**config.mk**
```make
export PLATFORM = sky130hd
export DESIGN_NAME = bounded_key_stack_search_remove
export DESIGN_NICKNAME = d
export VERILOG_FILES = /design/src/hdl/bkss_pkg.sv /design/src/hdl/bkss_ram.sv /design/src/hdl/bounded_key_stack_search_remove.sv
export SDC_FILE = /design/constraint.sdc
export NUM_CORES = 1
export LEC_CHECK = 0
export BUFFER_PORTS_ARGS = -buffer_cell sky130_fd_sc_hd__buf_2
export CORE_MARGIN = 10
export CORE_UTILIZATION = 45
export CTS_BUF_LIST = sky130_fd_sc_hd__clkbuf_8
export DETAILED_ROUTE_END_ITERATION = 10
export GPL_TIMING_DRIVEN = 0
export PLACE_DENSITY_LB_ADDON = 0.12
export SYNTH_ARGS = -nofsm -noshare
export SYNTH_HDL_FRONTEND = slang
export SYNTH_SLANG_ARGS = --single-unit
```
**constraint.sdc**
```tcl
create_clock -name clk -period 5.6 [get_ports clk]
set_input_delay 0.56 -clock clk [delete_from_list [all_inputs] [get_ports clk]]
set_output_delay 0.56 -clock clk [all_outputs]
set_load 0.03 [all_outputs]
```
**src/hdl/bkss_pkg.sv**
```systemverilog
// ----------------------------------------------------------------------------
// bkss_pkg: shared types and constants
// Holds the opcode and status codes, the fixed port widths and the default
// sizes for the bounded key stack.
// ----------------------------------------------------------------------------
package bkss_pkg;

    localparam int unsigned KEY_BITS        = 64;
    localparam int unsigned COUNT_BITS      = 4;
    localparam int unsigned DEPTH_DEFAULT   = 8;
    localparam int unsigned KEY_WIDTH_DEFAULT = 64;

    typedef enum logic [1:0] {
        OP_PUSH   = 2'd0,
        OP_POP    = 2'd1,
        OP_SEARCH = 2'd2,
        OP_REMOVE = 2'd3
    } op_t;

    typedef enum logic [1:0] {
        ST_OK        = 2'd0,
        ST_FULL      = 2'd1,
        ST_EMPTY     = 2'd2,
        ST_NOT_FOUND = 2'd3
    } status_t;

endpackage

```
**src/hdl/bkss_ram.sv**
```systemverilog
// ----------------------------------------------------------------------------
// bkss_ram: generic single-write, single-read RAM
// One write port and one read port; read data is registered.
// ----------------------------------------------------------------------------
module bkss_ram
    import bkss_pkg::*;
#(
    parameter int unsigned WIDTH = KEY_WIDTH_DEFAULT,
    parameter int unsigned DEPTH = DEPTH_DEFAULT,
    localparam int unsigned AddrW = $clog2(DEPTH)
)
(
    input  logic             clk,
    input  logic             wr_en,
    input  logic [AddrW-1:0] wr_addr,
    input  logic [WIDTH-1:0] wr_data,
    input  logic [AddrW-1:0] rd_addr,
    output logic [WIDTH-1:0] rd_data
);

    logic [WIDTH-1:0] mem [DEPTH];

    always_ff @(posedge clk)
    begin
        if (wr_en)
        begin
            mem[wr_addr] <= wr_data;
        end
        rd_data <= mem[rd_addr];
    end

endmodule

```
**src/hdl/bounded_key_stack_search_remove.sv**
```systemverilog
// ----------------------------------------------------------------------------
// bounded_key_stack_search_remove: LIFO key store with search and remove
// Push, pop, search and remove-topmost-match over a RAM-held key stack,
// driven by a small sequencer around a single key comparator.
// ----------------------------------------------------------------------------
// One request word in, one result word out. Requests are handled one at a
// time: in_stall stays high from acceptance until the result has been moved
// into the output register, which then holds it until taken, so the next
// request may be accepted while a result still waits. The keys live in a RAM
// with one write and one registered read port; every entry visited is read
// through that port. A push writes the key at the top; a pop reads the top
// entry; a search scans entries from the top downwards until a match or the
// bottom entry, and a remove then shifts every entry above the match down one
// place. A pop, search or remove on an empty stack finishes without reading
// the RAM. While the output register still holds an untaken word, the
// result waits before it is handed over. Only the low KEY_WIDTH bits of
// key_in are stored and compared; key_out is zero-extended to 64 bits.
// ----------------------------------------------------------------------------
module bounded_key_stack_search_remove
    import bkss_pkg::*;
#(
    parameter int unsigned DEPTH     = DEPTH_DEFAULT,
    parameter int unsigned KEY_WIDTH = KEY_WIDTH_DEFAULT
)
(
    input  logic                  clk,
    input  logic                  rst_n,
    input  logic                  in_valid,
    output logic                  in_stall,
    input  logic [1:0]            opcode,
    input  logic [KEY_BITS-1:0]   key_in,
    output logic                  out_valid,
    input  logic                  out_stall,
    output logic [KEY_BITS-1:0]   key_out,
    output logic [1:0]            status,
    output logic                  found,
    output logic [COUNT_BITS-1:0] entry_count
);

    localparam int unsigned AW = $clog2(DEPTH);
    localparam int unsigned CW = $clog2(DEPTH + 1);

    // One-hot sequencer states
    typedef enum logic [5:0] {
        S_IDLE   = 6'b000001,
        S_START  = 6'b000010,
        S_POPRD  = 6'b000100,
        S_SCAN   = 6'b001000,
        S_SHIFT  = 6'b010000,
        S_FINISH = 6'b100000
    } state_t;

    state_t                state_reg, state_next;
    op_t                   op_reg, op_next;
    logic [KEY_WIDTH-1:0]  key_reg, key_next;
    logic [CW-1:0]         count_reg, count_next;
    logic [AW-1:0]         idx_reg, idx_next;

    // Result being built up for the current word
    status_t               res_status_reg, res_status_next;
    logic                  res_found_reg, res_found_next;
    logic [KEY_WIDTH-1:0]  res_key_reg, res_key_next;

    // Output register
    logic                  out_valid_reg, out_valid_next;
    status_t               out_status_reg, out_status_next;
    logic                  out_found_reg, out_found_next;
    logic [KEY_WIDTH-1:0]  out_key_reg, out_key_next;
    logic [CW-1:0]         out_count_reg, out_count_next;

    // RAM port signals
    logic                  wr_en;
    logic [AW-1:0]         wr_addr;
    logic [KEY_WIDTH-1:0]  wr_data;
    logic [AW-1:0]         rd_addr;
    logic [KEY_WIDTH-1:0]  rd_data;

    logic                  in_take;
    logic                  out_free;
    logic                  key_match;
    logic                  is_empty;
    logic                  is_full;
    logic                  above_one;
    logic                  above_two;

    bkss_ram #(
        .WIDTH (KEY_WIDTH),
        .DEPTH (DEPTH)
    ) u_ram (
        .clk     (clk),
        .wr_en   (wr_en),
        .wr_addr (wr_addr),
        .wr_data (wr_data),
        .rd_addr (rd_addr),
        .rd_data (rd_data)
    );

    assign in_stall  = (state_reg != S_IDLE);
    assign in_take   = in_valid && !in_stall;
    assign out_free  = !out_valid_reg || !out_stall;

    // The shared comparator: one stored key against the request key per cycle
    assign key_match = (rd_data == key_reg);

    assign is_empty  = (count_reg == '0);
    assign is_full   = (count_reg == CW'(DEPTH));
    // Entries above the current index still inside the stack
    assign above_one = ((CW + 1)'(idx_reg) + (CW + 1)'(1)) < (CW + 1)'(count_reg);
    assign above_two = ((CW + 1)'(idx_reg) + (CW + 1)'(2)) < (CW + 1)'(count_reg);

    always_comb
    begin
        state_next      = state_reg;
        op_next         = op_reg;
        key_next        = key_reg;
        count_next      = count_reg;
        idx_next        = idx_reg;
        res_status_next = res_status_reg;
        res_found_next  = res_found_reg;
        res_key_next    = res_key_reg;
        out_valid_next  = out_valid_reg && out_stall;
        out_status_next = out_status_reg;
        out_found_next  = out_found_reg;
        out_key_next    = out_key_reg;
        out_count_next  = out_count_reg;
        wr_en           = 1'b0;
        wr_addr         = idx_reg;
        wr_data         = rd_data;
        rd_addr         = idx_reg;

        unique case (state_reg)
            S_IDLE:
            begin
                // Latch the request word and clear the result
                if (in_take)
                begin
                    op_next         = op_t'(opcode);
                    key_next        = key_in[KEY_WIDTH-1:0];
                    res_status_next = ST_OK;
                    res_found_next  = 1'b0;
                    res_key_next    = '0;
                    state_next      = S_START;
                end
            end

            S_START:
            begin
                unique case (op_reg)
                    OP_PUSH:
                    begin
                        if (is_full)
                        begin
                            res_status_next = ST_FULL;
                        end
                        else
                        begin
                            wr_en      = 1'b1;
                            wr_addr    = AW'(count_reg);
                            wr_data    = key_reg;
                            count_next = count_reg + 1'b1;
                        end
                        state_next = S_FINISH;
                    end
                    OP_POP:
                    begin
                        if (is_empty)
                        begin
                            res_status_next = ST_EMPTY;
                            state_next      = S_FINISH;
                        end
                        else
                        begin
                            rd_addr    = AW'(count_reg - 1'b1);
                            count_next = count_reg - 1'b1;
                            state_next = S_POPRD;
                        end
                    end
                    OP_SEARCH,
                    OP_REMOVE:
                    begin
                        if (is_empty)
                        begin
                            res_status_next = (op_reg == OP_REMOVE) ? ST_EMPTY
                                                                    : ST_NOT_FOUND;
                            state_next      = S_FINISH;
                        end
                        else
                        begin
                            // Scan from the top entry downwards
                            rd_addr    = AW'(count_reg - 1'b1);
                            idx_next   = AW'(count_reg - 1'b1);
                            state_next = S_SCAN;
                        end
                    end
                    default:
                    begin
                        state_next = S_FINISH;
                    end
                endcase
            end

            S_POPRD:
            begin
                res_key_next = rd_data;
                state_next   = S_FINISH;
            end

            S_SCAN:
            begin
                if (key_match)
                begin
                    res_found_next = 1'b1;
                    if (op_reg == OP_REMOVE && above_one)
                    begin
                        rd_addr    = idx_reg + 1'b1;
                        state_next = S_SHIFT;
                    end
                    else
                    begin
                        if (op_reg == OP_REMOVE)
                        begin
                            count_next = count_reg - 1'b1;
                        end
                        state_next = S_FINISH;
                    end
                end
                else if (idx_reg == '0)
                begin
                    res_status_next = ST_NOT_FOUND;
                    state_next      = S_FINISH;
                end
                else
                begin
                    rd_addr  = idx_reg - 1'b1;
                    idx_next = idx_reg - 1'b1;
                end
            end

            S_SHIFT:
            begin
                // Move the entry above down into the current slot
                wr_en    = 1'b1;
                wr_addr  = idx_reg;
                wr_data  = rd_data;
                idx_next = idx_reg + 1'b1;
                if (above_two)
                begin
                    rd_addr = AW'((CW + 1)'(idx_reg) + (CW + 1)'(2));
                end
                else
                begin
                    count_next = count_reg - 1'b1;
                    state_next = S_FINISH;
                end
            end

            S_FINISH:
            begin
                // Hand the result to the output register once it is free
                if (out_free)
                begin
                    out_valid_next  = 1'b1;
                    out_status_next = res_status_reg;
                    out_found_next  = res_found_reg;
                    out_key_next    = res_key_reg;
                    out_count_next  = count_reg;
                    state_next      = S_IDLE;
                end
            end

            default:
            begin
                state_next = S_IDLE;
            end
        endcase
    end

    always_ff @(posedge clk or negedge rst_n)
    begin
        if (!rst_n)
        begin
            state_reg     <= S_IDLE;
            count_reg     <= '0;
            out_valid_reg <= 1'b0;
        end
        else
        begin
            state_reg     <= state_next;
            count_reg     <= count_next;
            out_valid_reg <= out_valid_next;
        end
    end

    always_ff @(posedge clk)
    begin
        op_reg         <= op_next;
        key_reg        <= key_next;
        idx_reg        <= idx_next;
        res_status_reg <= res_status_next;
        res_found_reg  <= res_found_next;
        res_key_reg    <= res_key_next;
        out_status_reg <= out_status_next;
        out_found_reg  <= out_found_next;
        out_key_reg    <= out_key_next;
        out_count_reg  <= out_count_next;
    end

    assign out_valid   = out_valid_reg;
    assign key_out     = KEY_BITS'(out_key_reg);
    assign status      = out_status_reg;
    assign found       = out_found_reg;
    assign entry_count = COUNT_BITS'(out_count_reg);

`ifndef SYNTH
    a_count_bound: assert property (@(posedge clk) disable iff (!rst_n)
        count_reg <= CW'(DEPTH))
        else $error("entry count beyond depth");

    a_accept_starts: assert property (@(posedge clk) disable iff (!rst_n)
        in_take |=> state_reg == S_START)
        else $error("accepted word did not start the sequencer");

    a_full_count: assert property (@(posedge clk) disable iff (!rst_n)
        (out_valid_reg && out_status_reg == ST_FULL) |-> out_count_reg == CW'(DEPTH))
        else $error("full reported below depth");

    a_found_ok: assert property (@(posedge clk) disable iff (!rst_n)
        (out_valid_reg && out_found_reg) |-> out_status_reg == ST_OK)
        else $error("found flagged with a failing status");

    a_key_only_ok: assert property (@(posedge clk) disable iff (!rst_n)
        (out_valid_reg && out_status_reg != ST_OK) |-> out_key_reg == '0)
        else $error("key returned on a failed request");
`endif

endmodule
```
==> reports/qor.csv, run 1 <==
metric,value,unit
tightest_slew,1.14,ns
drv_slew,0,
synthesis.nets,1775,
top_register,u_ram.mem,
drt_iter0_markers,1054,
cpPeakStageDelay,0.89,ns
synth_edf_count,719,
dieHeight,283,µm
routedWlPerCell,24.1,µm
ys_warn_count,0,
period_minus_slack,5.19,ns
fillers,5565,
grt_max_degree,39,
ys_seq_elements,794,
grt_util_all_layers,0.188,
grt_overflow,0,
syn-cell-area,31000,µm²
cp.required,6.25,ns
cp_slowest_cell,buf_1,
period_share,0.927,
setup_violations,0,
ir_drop,0.204,mV
slew_headroom,0.239,
io_buffers,142,
numCtsBuffers,137,
finClkSkew,0.0309,ns
yosysSeqAreaShare,0.746,
syn_inst,1693,
endpoint_kind,register,
cts_tree,done,
clock-sinks,794,
cts_root_buf,clkbuf_8,
holdWs,0.103,ns
post-dp-hpwl,47700,µm
final_cell_mix,"edfxtp_1, mux2i_1, buf_2, clkbuf_8, mux2_2",
hold_class,in -> reg,
clk_pin_slew,0.06,ns
leakage,13.5,nW
max_cap_viol_count,0,
cts_max_level,4,
critical_path_class,reg -> reg,
drt-pass1-iter-count,5,
powerDensity,514,nW/µm²
place_ws,0.490,ns
clockBufferDepth,3,
gp_congestion,0.833,
grt_pass1_wl,109000,µm
vias,15953,
clock_latency,0.78,ns
layout-drive-gt1-share,0.239,
hold_viol,0,
avgSynthCellArea,18.3,µm²
nets,2154,
synth_top_area_share,0.695,
critPathTopFamily,simple AND/OR/NAND/NOR gates,
die_x,283,µm
die-area,79900,µm²
grt_pass1_vias,16687,
cp-start-kind,register,
worst_ep_arrival_time,5.84,ns
antenna_found_initial,2,
syn_to_final_growth,18.3,%
synth_ff_type,edfxtp_1,
wirelength,73800,µm
ant_nets,0,
pin_count,143,
ys_types,56,
cp_max_fo,10,
final_common_cell,edfxtp_1,
rows,96,
crit_buf_inv,3,
core,68500,µm²
clock.fmax,193,MHz
synthArstFlopShare,0.0139,
via_per_inst,5.21,
start_util,0.453,
rsz0062_at_grt,no,
setup_slack,0.407,ns
drc,0,
yosys.area.top_type,edfxtp_1,
path_cells,xnor2_1 > nand4_1 > nor4_1 > and4_1 > buf_2 > mux2i_1 > xnor2_1 > o21ai_1 > buf_2 > buf_1 > mux2i_1 > mux2_2,
synthTopCellsByArea,"edfxtp_1, mux2i_1, mux2_2",
largest_reg_flops,512,
run_status,finished clean,
## cell families (layout without fill, tap and decap cells)
logic type	after synthesis	count (layout)	share of synthesized area
XOR/XNOR	73	73	0.0206
other	0	1	0
flip-flops	794	794	0.746
AO/OA/AOI/OAI	52	52	0.0112
buffers and inverters	82	568	0.0170
multiplexers	514	514	0.171
AND/OR/NAND/NOR	166	166	0.0300
adder cells (fa/ha/maj)	12	12	0.00484
## layout make-up
type	count	area, µm²	share of cell area
Sequential cell	794	23100	0.630
Multi-Input combinational cell	817	7450	0.203
Timing Repair Buffer	240	2040	0.0557
Clock buffer	144	1980	0.0540
Tap cell	882	1100	0.0301
Buffer	71	485	0.0132
Clock inverter	102	453	0.0123
Inverter	11	41.3	0.00112
Antenna cell	1	2.50	0.0000682
## layer usage
metal  global-route usage  vias to the layer above  wire length, µm
li1                     -                     7315                -
met3               0.0458                      109             4140
met4               0.0704                        2             1870
met1                0.246                     8086            32300
met2                0.301                      441            35500
met5                    0                        -               17
## report_power, final
group / internal, mW / total [mW] / switching (mW)
Clock: 2.42 / 4.67 / 2.26
Sequential: 7.93 / 8.39 / 0.463
Combinational: 2.40 / 5.82 / 3.42
Total: 12.7 / 18.9 / 6.14
## repair_timing
item | in CTS | in global routing
resized for setup | 0 | 0
buffers inserted | 0 | 0
endpoints found under the hold margin | 78 | 0
hold buffers | 68 | 0
## synthesized netlist by cell type (9+ instances only)
master and count:
xnor2_1 71, nor2_1 30, buf_2 13, inv_1 10, o21ai_0 14, ha_1 12
clkbuf_1 26, mux2i_1 386, and2_1 67, nand4_1 17, edfxtp_1 719, dfxtp_1 64
buf_6 27, mux2_2 128, nand2_1 17, a21oi_1 9, dfrtp_1 10
## path summary, 6_finish.rpt
| path | cells after the start | end | slack, ns | startpoint |
|---|---|---|---|---|
| worst max-delay path | 12 | u_ram.rd_data[41] | 0.41 | key_reg[12] |
| worst min-delay path | 3 | out_valid | 0.10 | out_stall |
| worst max register to register | 12 | u_ram.rd_data[41] | 0.41 | key_reg[12] |
| worst min register to register | 0 | key_out[63] | 0.40 | res_key_reg[63] |
| max in group asynchronous | 2 | state_reg[0] | 5.10 | rst_n |
| min in group asynchronous | 2 | count_reg[0] | 0.20 | rst_n |
## per-stage QoR
stage / TNS (ns) / total power [mW] / std cells / area, µm² / utilization
floorplan: 0 / 12.4 / 1693 / 31100 / -
global placement: -2214.33 / 14.2 / 2717 / 32900 / 0.480
detailed placement: 0 / 14.3 / 2747 / 33600 / 0.491
CTS: 0 / 19.1 / 3061 / 36700 / 0.536
global route: 0 / 19.8 / 3062 / 36700 / 0.536
finish: 0 / 18.9 / 3062 / 36700 / 0.536
## worst min-delay path, delay by kind of cell
family / cells / cell delay, ns
buffers and inverters: 1 / 0.11
and+or+nand+nor: 2 / 0.16
Note: power is estimated with default switching activity, not from simulation.
==> run 2: changes to the inputs <==
--- a/config.mk
+++ b/config.mk
@@ -12,6 +12,7 @@
 export DETAILED_ROUTE_END_ITERATION = 10
 export GPL_TIMING_DRIVEN = 0
 export PLACE_DENSITY_LB_ADDON = 0.12
+export SKIP_CTS_REPAIR_TIMING = 1
 export SYNTH_ARGS = -nofsm -noshare
 export SYNTH_HDL_FRONTEND = slang
 export SYNTH_SLANG_ARGS = --single-unit
==> constraint.sdc (replaced) <==
create_clock -name clk -period 5.2 [get_ports clk]
set_input_delay 0.52 -clock clk [delete_from_list [all_inputs] [get_ports clk]]
set_output_delay 0.52 -clock clk [all_outputs]
set_load 0.03 [all_outputs]
==> reports/qor.csv, run 2 (synthesis gave the netlist of run 1 again) <==
metric,value,unit,change
run_status,finished clean,,
setup_violations,0,,unchanged
start_util,0.453,,unchanged
rsz0062_at_grt,no,,
clock-sinks,794,,unchanged
final_cell_mix,"edfxtp_1, mux2i_1, buf_2, clkbuf_8, mux2_2",,
critical_path_class,reg -> reg,,
setup_tns,0,ns,unchanged
cp_max_fo,10,,unchanged
reg2regPathDepth,12,,unchanged
hold_viol,0,,unchanged
grt_max_degree,39,,unchanged
clock.fmax,198,MHz,+2.9%
powerDensity,554,nW/µm²,+7.7%
largest_reg_flops,512,,unchanged
cp-start-kind,register,,
wirelength,73900,µm,+0.17%
hold_path_startpoint,out_stall,,
p_int,13.7,mW,+7.7%
holdPathEnd,out_valid,,
cts_root_buf,clkbuf_8,,
clkPwrFrac,0.247,,about the same
dieHeight,283,µm,unchanged
endpoint_kind,register,,
core,68500,µm²,unchanged
worst_ep_arrival_time,5.70,ns,-0.14 ns
vias,15907,,-0.29%
hold_depth,3,,unchanged
layout-drive-gt1-share,0.240,,+0.000459
cts_tree,done,,
slew_headroom,0.219,,-0.0201
numCtsBuffers,137,,unchanged
period_share,0.970,,+0.0430
clockBufferDepth,3,,unchanged
max_cap_viol_count,0,,unchanged
ant_nets,0,,unchanged
setup_slack,0.155,ns,-0.253 ns
io_buffers,142,,unchanged
syn_to_final_growth,18.3,%,about the same
grt_pass1_vias,16431,,-1.5%
gp_congestion,0.833,,unchanged
comb_power_share,0.308,,about the same
die-area,79900,µm²,unchanged
ir_drop,0.221,mV,+8.6%
clk_pin_slew,0.06,ns,about the same
final_common_cell,edfxtp_1,,
post-dp-hpwl,47700,µm,unchanged
drt-pass1-iter-count,5,,unchanged
grt_overflow,0,,unchanged
hold_class,in -> reg,,
timing.rr.start,key_reg[12],,
place_ws,0.0898,ns,-0.400 ns
nets,2154,,unchanged
routedWlPerCell,24.1,µm,+0.17%
final_area,36700,µm²,about the same
regToRegSetupSlack,0.15,ns,-0.25 ns
finClkSkew,0.0311,ns,+0.000270 ns
rows,96,,unchanged
final_core_util,0.536,,about the same
cts_max_level,4,,unchanged
grt_pass1_wl,108000,µm,-0.83%
leakage,13.5,nW,about the same
drt_iter0_markers,1112,,+5.5%
via_per_inst,5.19,,-0.29%
p_sw_frac,0.325,,about the same
cp.required,5.86,ns,-0.39 ns
pwr-share-seq,0.444,,about the same
r2r_end,u_ram.rd_data[55],,
antenna_found_initial,2,,unchanged
clock_latency,0.77,ns,about the same
tightest_slew,1.17,ns,+0.0301 ns
total_power,20.3,mW,+7.8%
drv_slew,0,,unchanged
grt_util_all_layers,0.187,,-0.00107
switchingPower,6.62,mW,+7.8%
top_register,u_ram.mem,,
die_x,283,µm,unchanged
pin_count,143,,unchanged
drc,0,,unchanged
period_minus_slack,5.05,ns,-0.147 ns
place_area,33600,µm²,unchanged
==> run 2: cell types whose count changed in the layout (fill, tap and decap cells not counted) <==
cell,previous run,this run
clkbuf_2,0,1
clkdlybuf4s15_1,0,2
buf_1,5,2
==> run 2: per-stage QoR <==
step           cells  hold slack, ns
2_1_floorplan   1693           0.224
3_3_place_gp    2717           0.402
3_5_place_dp    2747           0.405
4_1_cts         2993          -0.438
5_1_grt         3062          0.0610
6_report        3062          0.0672
==> run 2: power by group through the flow <==
stage	logic (mW)	registers [mW]	clock network [mW]
finish	6.27	9.04	5.03
global route	6.74	9.11	5.49
CTS	6.32	9.04	5.17
detailed placement	6.29	9.16	0
global placement	6.08	9.21	0
floorplan	4.24	9.07	0
==> run 2: cell type report <==
class                           instances  area [µm²]
Fill cell                            5566       31700
Antenna cell                            1        2.50
Sequential cell                       794       23100
Timing Repair Buffer                  240        2040
Clock inverter                        102         453
Inverter                               11        41.3
Buffer                                 71         499
Clock buffer                          144        1980
Multi-Input combinational cell        817        7450
Tap cell                              882        1100
==> run 2: routing by layer <==
| layer | up-vias | global-route usage | part of all wire |
|---|---|---|---|
| met5 | - | 0 | 0.00023 |
| met3 | 110 | 0.0461 | 0.055 |
| met1 | 8054 | 0.244 | 0.44 |
| met2 | 418 | 0.300 | 0.48 |
| li1 | 7323 | - | - |
| met4 | 2 | 0.0689 | 0.025 |
==> run 2: worst max-delay path by stage <==
stage | slack [ns] | startpoint | to | depth (start not counted)
after floorplan | 0.12 | count_reg[0] | u_ram.mem[5][0] | 8
after global placement | -4.46 | count_reg[0] | u_ram.mem[7][47] | 8
after detailed placement | 0.09 | key_reg[12] | u_ram.rd_data[41] | 12
final | 0.15 | key_reg[12] | u_ram.rd_data[55] | 12
after global routing | 0.01 | key_reg[12] | u_ram.rd_data[7] | 12
after CTS | 0.02 | key_reg[12] | u_ram.rd_data[41] | 12
==> run 2: worst max-delay path: stages, from the launching register on <==
cell and delay [ns]:
edfxtp_1 0.48, xnor2_1 0.35, nand4_1 0.31, nor4_1 0.85, and4_1 0.38, buf_2 0.20, mux2i_1 0.23, xnor2_1 0.08
o21ai_1 0.29, clkdlybuf4s15_1 0.79, buf_2 0.52, mux2i_1 0.16, mux2_2 0.28
==> run 3: changes to the inputs <==
==> constraint.sdc (replaced) <==
create_clock -name clk -period 5.2 [get_ports clk]
set_input_delay 0.78 -clock clk [delete_from_list [all_inputs] [get_ports clk]]
set_output_delay 0.78 -clock clk [all_outputs]
set_load 0.03 [all_outputs]
==> reports/qor.csv, run 3 (synthesis gave the netlist of run 1 again) <==
metric,value,unit,change
run_status,finished clean,,
crit_buf_inv,3,,unchanged
groute.layer.met2.usage,0.300,,unchanged
cpPeakStageDelay,0.78,ns,-0.07 ns
hold_viol,0,,unchanged
comb_power_share,0.307,,about the same
busiest_layer,met2,,
grt_use_met3,0.0461,,unchanged
clock-sinks,794,,unchanged
die_x,283,µm,unchanged
clk_pin_slew,0.06,ns,about the same
p_sw_frac,0.326,,about the same
cts_tree,done,,
period_minus_slack,5.00,ns,-0.0460 ns
finClkSkew,0.0292,ns,-0.00196 ns
io_buffers,142,,unchanged
critical_path_class,reg -> reg,,
cp_max_fo,10,,unchanged
grt_pass1_wl,108000,µm,unchanged
nets,2087,,-3.1%
final_core_util,0.527,,-0.00979
setup_violations,0,,unchanged
worst_ep_arrival_time,5.66,ns,-0.04 ns
gp_congestion,0.833,,unchanged
dieHeight,283,µm,unchanged
max_cap_viol_count,0,,unchanged
holdWs,0.183,ns,+0.116 ns
grt_max_degree,39,,unchanged
tightest_slew,1.15,ns,-0.0233 ns
final_common_cell,edfxtp_1,,
start_util,0.453,,unchanged
drt-pass1-iter-count,5,,unchanged
hold_class,in -> reg,,
rsz0062_at_grt,no,,
clockBufferDepth,3,,unchanged
clock_latency,0.77,ns,about the same
grtUsageMet1,0.244,,unchanged
grt_util_all_layers,0.187,,unchanged
final_cell_mix,"edfxtp_1, mux2i_1, buf_2, clkbuf_8, mux2_2",,
layout-drive-gt1-share,0.247,,+0.00760
switchingPower,6.61,mW,-0.18%
cp-start-kind,register,,
wirelength,73500,µm,-0.63%
critPathTopFamily,buffers and inverters,,
syn_to_final_growth,16.1,%,
antenna_found_initial,2,,unchanged
drc,0,,unchanged
rows,96,,unchanged
pin_count,143,,unchanged
grt_pass1_vias,16431,,unchanged
cp.required,5.86,ns,about the same
drt_iter0_markers,1093,,-1.7%
p_int,13.7,mW,-0.24%
grt_overflow,0,,unchanged
core,68500,µm²,unchanged
slew_headroom,0.234,,+0.0155
cts_max_level,4,,unchanged
numCtsBuffers,137,,unchanged
via_per_inst,5.24,,+0.85%
post-dp-hpwl,47700,µm,unchanged
pwr-share-seq,0.445,,about the same
drv_slew,0,,unchanged
top_register,u_ram.mem,,
endpoint_kind,register,,
ant_nets,0,,unchanged
period_share,0.961,,-0.00884
cp_slowest_cell,nor4_1,,
clkPwrFrac,0.248,,about the same
vias,15691,,-1.4%
die-area,79900,µm²,unchanged
powerDensity,563,nW/µm²,+1.6%
path_cells,xnor2_1 > nand4_1 > nor4_1 > and4_1 > buf_2 > mux2i_1 > xnor2_1 > o21ai_1 > clkdlybuf4s15_1 > buf_2 > mux2i_1 > mux2_2,,
clock.fmax,200,MHz,+0.92%
routedWlPerCell,24.5,µm,+1.6%
leakage,13.2,nW,-2.1%
largest_reg_flops,512,,unchanged
ir_drop,0.220,mV,-0.53%
cts_root_buf,clkbuf_8,,
-- run 3: cell types whose count changed in the layout (fill, tap and decap cells not counted) --
| cell | previous run | this run |
|---|---|---|
| dlygate4sd3_1 | 68 | 1 |
-- run 3: power by group through the flow --
stage / Clock (mW) / Sequential (mW) / Combinational (mW)
global placement: 0 / 9.21 / 6.08
global route: 5.49 / 9.11 / 6.70
finish: 5.02 / 9.04 / 6.24
detailed placement: 0 / 9.16 / 6.29
floorplan: 0 / 9.07 / 4.24
CTS: 5.17 / 9.04 / 6.32
-- run 3: through the flow --
step / cells / setup slack, ns / cell area, µm² / TNS (ns) / power (mW)
after floorplan: 1693 / 0.124 / 31100 / 0 / 13.3
after global placement: 2717 / -4.46 / 32900 / -2473.13 / 15.3
after detailed placement: 2747 / 0.0898 / 33600 / 0 / 15.5
after CTS: 2993 / 0.0216 / 36000 / 0 / 20.5
after global routing: 2995 / 0.0103 / 36100 / 0 / 21.3
final: 2995 / 0.201 / 36100 / 0 / 20.3
-- run 3: layer usage --
metal	up-vias	routed length, µm
met1	7949	32100
met5	-	17
li1	7183	-
met4	2	1850
met2	446	35300
met3	111	4230
-- run 3: layout make-up --
class | count | area, µm²
clock inverter | 102 | 453
inverter | 11 | 41.3
fill | 5623 | 32400
timing repair buffer | 173 | 1370
antenna | 1 | 2.50
tap | 882 | 1100
buffer | 71 | 499
sequential | 794 | 23100
multi-input combinational | 817 | 7450
clock buffer | 144 | 1980
-- run 3: final timing paths --
path / from / endpoint / slack [ns] / cells after the start
setup / recovery: key_reg[10] / u_ram.rd_data[55] / 0.20 / 12
hold / removal: key_in[15] / key_reg[15] / 0.18 / 1
setup reg to reg: key_reg[10] / u_ram.rd_data[55] / 0.20 / 12
hold reg to reg: res_key_reg[63] / key_out[63] / 0.40 / 0
max in group asynchronous: rst_n / state_reg[0] / 4.48 / 2
min in group asynchronous: rst_n / count_reg[1] / 0.42 / 2
-- run 3: worst reg2reg max path, cell delays in order (launching register included) --
cell,delay (ns)
edfxtp_1,0.49
xnor2_1,0.46
nand4_1,0.24
nor4_1,0.78
and4_1,0.37
buf_2,0.20
mux2i_1,0.23
xnor2_1,0.08
o21ai_1,0.28
clkdlybuf4s15_1,0.78
buf_2,0.53
mux2i_1,0.17
mux2_2,0.28
